===== config.mk =====
export PLATFORM = sky130hd
export DESIGN_NAME = skt_key_cmp
export DESIGN_NICKNAME = d
export VERILOG_FILES = /design/src/skt_pkg.sv /design/src/skt_key_cmp.sv
export SDC_FILE = /design/constraint.sdc
export NUM_CORES = 1
export LEC_CHECK = 0
export BUFFER_PORTS_ARGS = -buffer_cell sky130_fd_sc_hd__clkbuf_2
export CAP_MARGIN = 40
export CORE_ASPECT_RATIO = 1.4
export CORE_MARGIN = 2
export CORE_UTILIZATION = 31
export DETAILED_ROUTE_END_ITERATION = 8
export GPL_ROUTABILITY_DRIVEN = 0
export PLACE_DENSITY = 0.64
export SLEW_MARGIN = 40
export SYNTH_ARGS = -nofsm -noshare
export SYNTH_HDL_FRONTEND = slang
export SYNTH_SLANG_ARGS = --single-unit

===== constraint.sdc =====
create_clock -name vclk -period 5.9
set_input_delay 1.18 -clock vclk [all_inputs]
set_output_delay 1.18 -clock vclk [all_outputs]
set_load 0.1 [all_outputs]

===== src/skt_pkg.sv =====
// ----------------------------------------------------------------------------
// skt_pkg: shared types and constants for the sorted key table lookup
// Field widths, request kinds, table entry layout, compare result and
// sequencer state codes.
// ----------------------------------------------------------------------------
package skt_pkg;

   localparam int KEY_W    = 64;
   localparam int SLOT_W   = 12;
   localparam int MOVE_W   = 16;
   localparam int WEIGHT_W = 16;
   localparam int COUNT_W  = 13;

   // Request kinds carried on req_tuser
   localparam logic FUNC_LOAD  = 1'b0;
   localparam logic FUNC_QUERY = 1'b1;

   typedef struct packed {
      logic [WEIGHT_W-1:0] weight;
      logic [MOVE_W-1:0]   move;
      logic [KEY_W-1:0]    key;
   } entry_type;

   // Result of the shared key compare unit
   typedef struct packed {
      logic lt;   // stored key below search key
      logic eq;   // stored key equals search key
   } cmp_res_type;

   typedef enum logic [6:0] {
      ST_IDLE = 7'b0000001,
      ST_BSTEP = 7'b0000010,
      ST_BREAD = 7'b0000100,
      ST_BCMP = 7'b0001000,
      ST_SSTEP = 7'b0010000,
      ST_SCMP = 7'b0100000,
      ST_RESP = 7'b1000000
   } state_type;

endpackage


===== src/skt_key_cmp.sv =====
// ----------------------------------------------------------------------------
// skt_key_cmp: shared 64-bit key compare unit
// Gives less-than and equal for a stored key against the search key; used
// by both the binary search and the forward scan.
// ----------------------------------------------------------------------------
module skt_key_cmp (
   input  logic [skt_pkg::KEY_W-1:0] stored_key,
   input  logic [skt_pkg::KEY_W-1:0] search_key,
   output skt_pkg::cmp_res_type      res
);
   import skt_pkg::*;

   always_comb begin
      res.lt = stored_key < search_key;
      res.eq = stored_key == search_key;
   end

endmodule


== Word-level counts from Yosys, hierarchy flattened ==
Index checks and enable logic that the tools add are counted.
W data, S select, Z words.

* Bits in registers: 0
* Input port bits: 128
* Output and inout bits: 2

* Order comparisons: 1
* Equal/unequal tests: 1

{| class="wikitable"
|+ Operators by type and width
! kind !! count
|-
| $eq A64 B64 Y1 || 1
|-
| $lt A64 B64 Y1 || 1
|}

== Longest topological paths before layout ==
* Word-level depth: 1
* Gate-level depth with buffers: 7
* Mapped depth without buffers: 7

== Least setup slack after synthesis ==
OpenSTA, ideal clock, no wires.

* Kind: input port to output port
* From: input search_key[60] (netlist name)
* To: output res[1] (netlist name)
* Arrival time: 3.889 ns
* Required time: 4.720 ns
* Path slack: 0.831 ns
* Stages: 7
* Cells stage by stage: inv_1 ha_1 and2_4 and4_1 and3_1 a2bb2oi_2 nor4_2

{| class="wikitable"
|+ RTL lines
! what !! RTL line !! source
|-
| from (decl) || skt_key_cmp.sv:8 || <nowiki>input logic [skt_pkg::KEY_W-1:0] search_key,</nowiki>
|-
| to (decl) || skt_key_cmp.sv:9 || <nowiki>output skt_pkg::cmp_res_type res</nowiki>
|}

==> impl_metrics.tcl <==
set metrics [dict create \
    status "finished, final reports clean" \
    grt_pass1_vias 2072 \
    yosys_warnings 0 \
    crit_buf_inv 3 \
    p_int_uw 77.69 \
    n_antenna_cell 0 \
    design.seq.count 0 \
    p_seq_frac 0 \
    avgSynthCellArea_um2 7.249 \
    grt_max_degree 5 \
    die_area_um2 6064 \
    cp-start-kind "input port" \
    seq_area_um2 0 \
    swShare 0.4963 \
    finalSetupViolCount 0 \
    hpwl_mm 4.445 \
    clock_buffers 0 \
    finalCriticalPeriod_ps 4293 \
    worst_pin_slew_ps 549.3 \
    die_x_um 66.39 \
    dieHeight_um 91.34 \
    avgRoutedWirePerCell_um 10.43 \
    p_comb_frac 1.000 \
    globalRouteMet1Util 0.1588 \
    placementRows 31 \
    grt_use_met3 0.01859 \
    initial_core_util 0.3250 \
    power.leakage_uw 0.001581 \
    cts_resized 0 \
    criticalPathCategory "in -> out" \
    ys_seq_area_frac 0 \
    layout-drive-gt1-share 0.3829 \
    hp-class "in -> out" \
    hold_viol_final 0 \
    slew_headroom 0.6354 \
    hold_buffers 0 \
    grt_remaining_overflow 0 \
    slowest_stage "clkbuf_2" \
    p_clk_frac 0 \
    syn_to_final_growth_pct 43.41 \
    arrival_ps 3110 \
    drtIter0Drc 24 \
    max_freq_ghz 0.2329 \
    maxCapViolCount 0 \
    vdd_ir_drop_max_uv 24.91 \
    crit_fanout 2 \
    place_ws_ps 1606 \
    pwr_density_cell_nw_per_um2 63.67 \
    viasPerCell 4.688 \
    use_met2 0.3033 \
    crit_family "compound AO/OA/AOI/OAI gates" \
    cts_setup_buffers 0 \
    syn_nets 425 \
    drc 0 \
    drt_wl_total_mm 4.474 \
    finalCritPeriodShare 0.7276 \
    vias 2011 \
    setup_ws_ps 1607 \
    crit_chain "clkbuf_2 -> inv_1 -> ha_1 -> a21o_1 -> a21o_1 -> a221oi_1 -> o22ai_1 -> nor4_2 -> clkbuf_2" \
    yosysUniqueCellTypes 33 \
    syn_area_um2 1689 \
    grt.total_usage 0.1487 \
    antenna_found_initial 0 \
    final_nets 557 \
    cp-end-kind "primary output" \
    synth_cells 233 \
    dr.pass1.iters 3 \
    grt_pass1_wl_mm 7.624 \
    required_ps 4720 \
    power.switching_uw 76.55 \
    max_stage_delay_ps 510 \
    slew_viol_final 0 \
    io_pins 130 \
    gr-max-usage-layer "met2" \
    layout_common_cells "clkbuf_2 (130), inv_1 (66), ha_1 (64), a21oi_1 (23), nand2_1 (15)" \
    ant_nets 0 \
    mostFrequentLayoutCell "clkbuf_2" \
    rsz0062_at_grt "false" \
    port_buffers 130 \
    tns_ps 0 \
    core_um2 5197 \
]
==> per-layer routing <==
metal,vias up,share of wire
met1,828,0.36
met4,0,0.012
met2,96,0.53
met5,-,0
met3,6,0.10
li1,1081,-
==> through the flow <==
step	cells	total power (uW)	hold WS [ps]	area, um2	util
after floorplan	233	91.56	2891	1689	-
after global placement	429	153.1	3231	2422	0.4661
after detailed placement	429	156.4	3238	2422	0.4661
after CTS	429	157.6	3242	2422	0.4661
after global routing	429	180.1	3292	2422	0.4661
final	429	154.2	3240	2422	0.4661
==> kinds of logic after synthesis <==
| logic type | share of synthesized area |
|---|---|
| AOI/OAI and AO/OA | 0.1904 |
| adders and majority gates | 0.4741 |
| buffers and inverters | 0.1467 |
| and+or+nand+nor | 0.1889 |
==> cell usage after synthesis (2+ instances only) <==
library cell / instances / area [um2]
nand3_1: 5 / 25.02
nor2_1: 5 / 18.77
nand4_1: 14 / 87.58
nand4_2: 2 / 25.02
a221oi_1: 3 / 26.28
nand2_1: 15 / 56.30
nor3_1: 3 / 15.01
o21ai_0: 8 / 40.04
inv_1: 66 / 247.7
a31oi_1: 2 / 12.51
nor4_2: 2 / 25.02
ha_1: 64 / 800.8
a21oi_1: 23 / 115.1
a21o_1: 2 / 15.01
==> path summary, 6_finish.rpt <==
| kind | endpoint | cells after the start | start | slack, ps |
|---|---|---|---|---|
| worst min-delay path | res[0] | 6 | stored_key[4] | 3240 |
| worst max-delay path | res[1] | 9 | search_key[57] | 1610 |
==> power groups by stage <==
stage / combinational [uW] / clock (uW) / sequential [uW]
final: 154 / 0 / 0
after global routing: 180 / 0 / 0
after CTS: 158 / 0 / 0
after detailed placement: 156 / 0 / 0
after global placement: 153 / 0 / 0
after floorplan: 91.6 / 0 / 0
==> area by class of cell <==
type	count	area, um2
Timing Repair Buffer	130	650.6
Multi-Input combinational cell	167	1441
Fill cell	573	2775
Inverter	66	247.7
Tap cell	66	82.58
(Power assumes the default switching activity.)
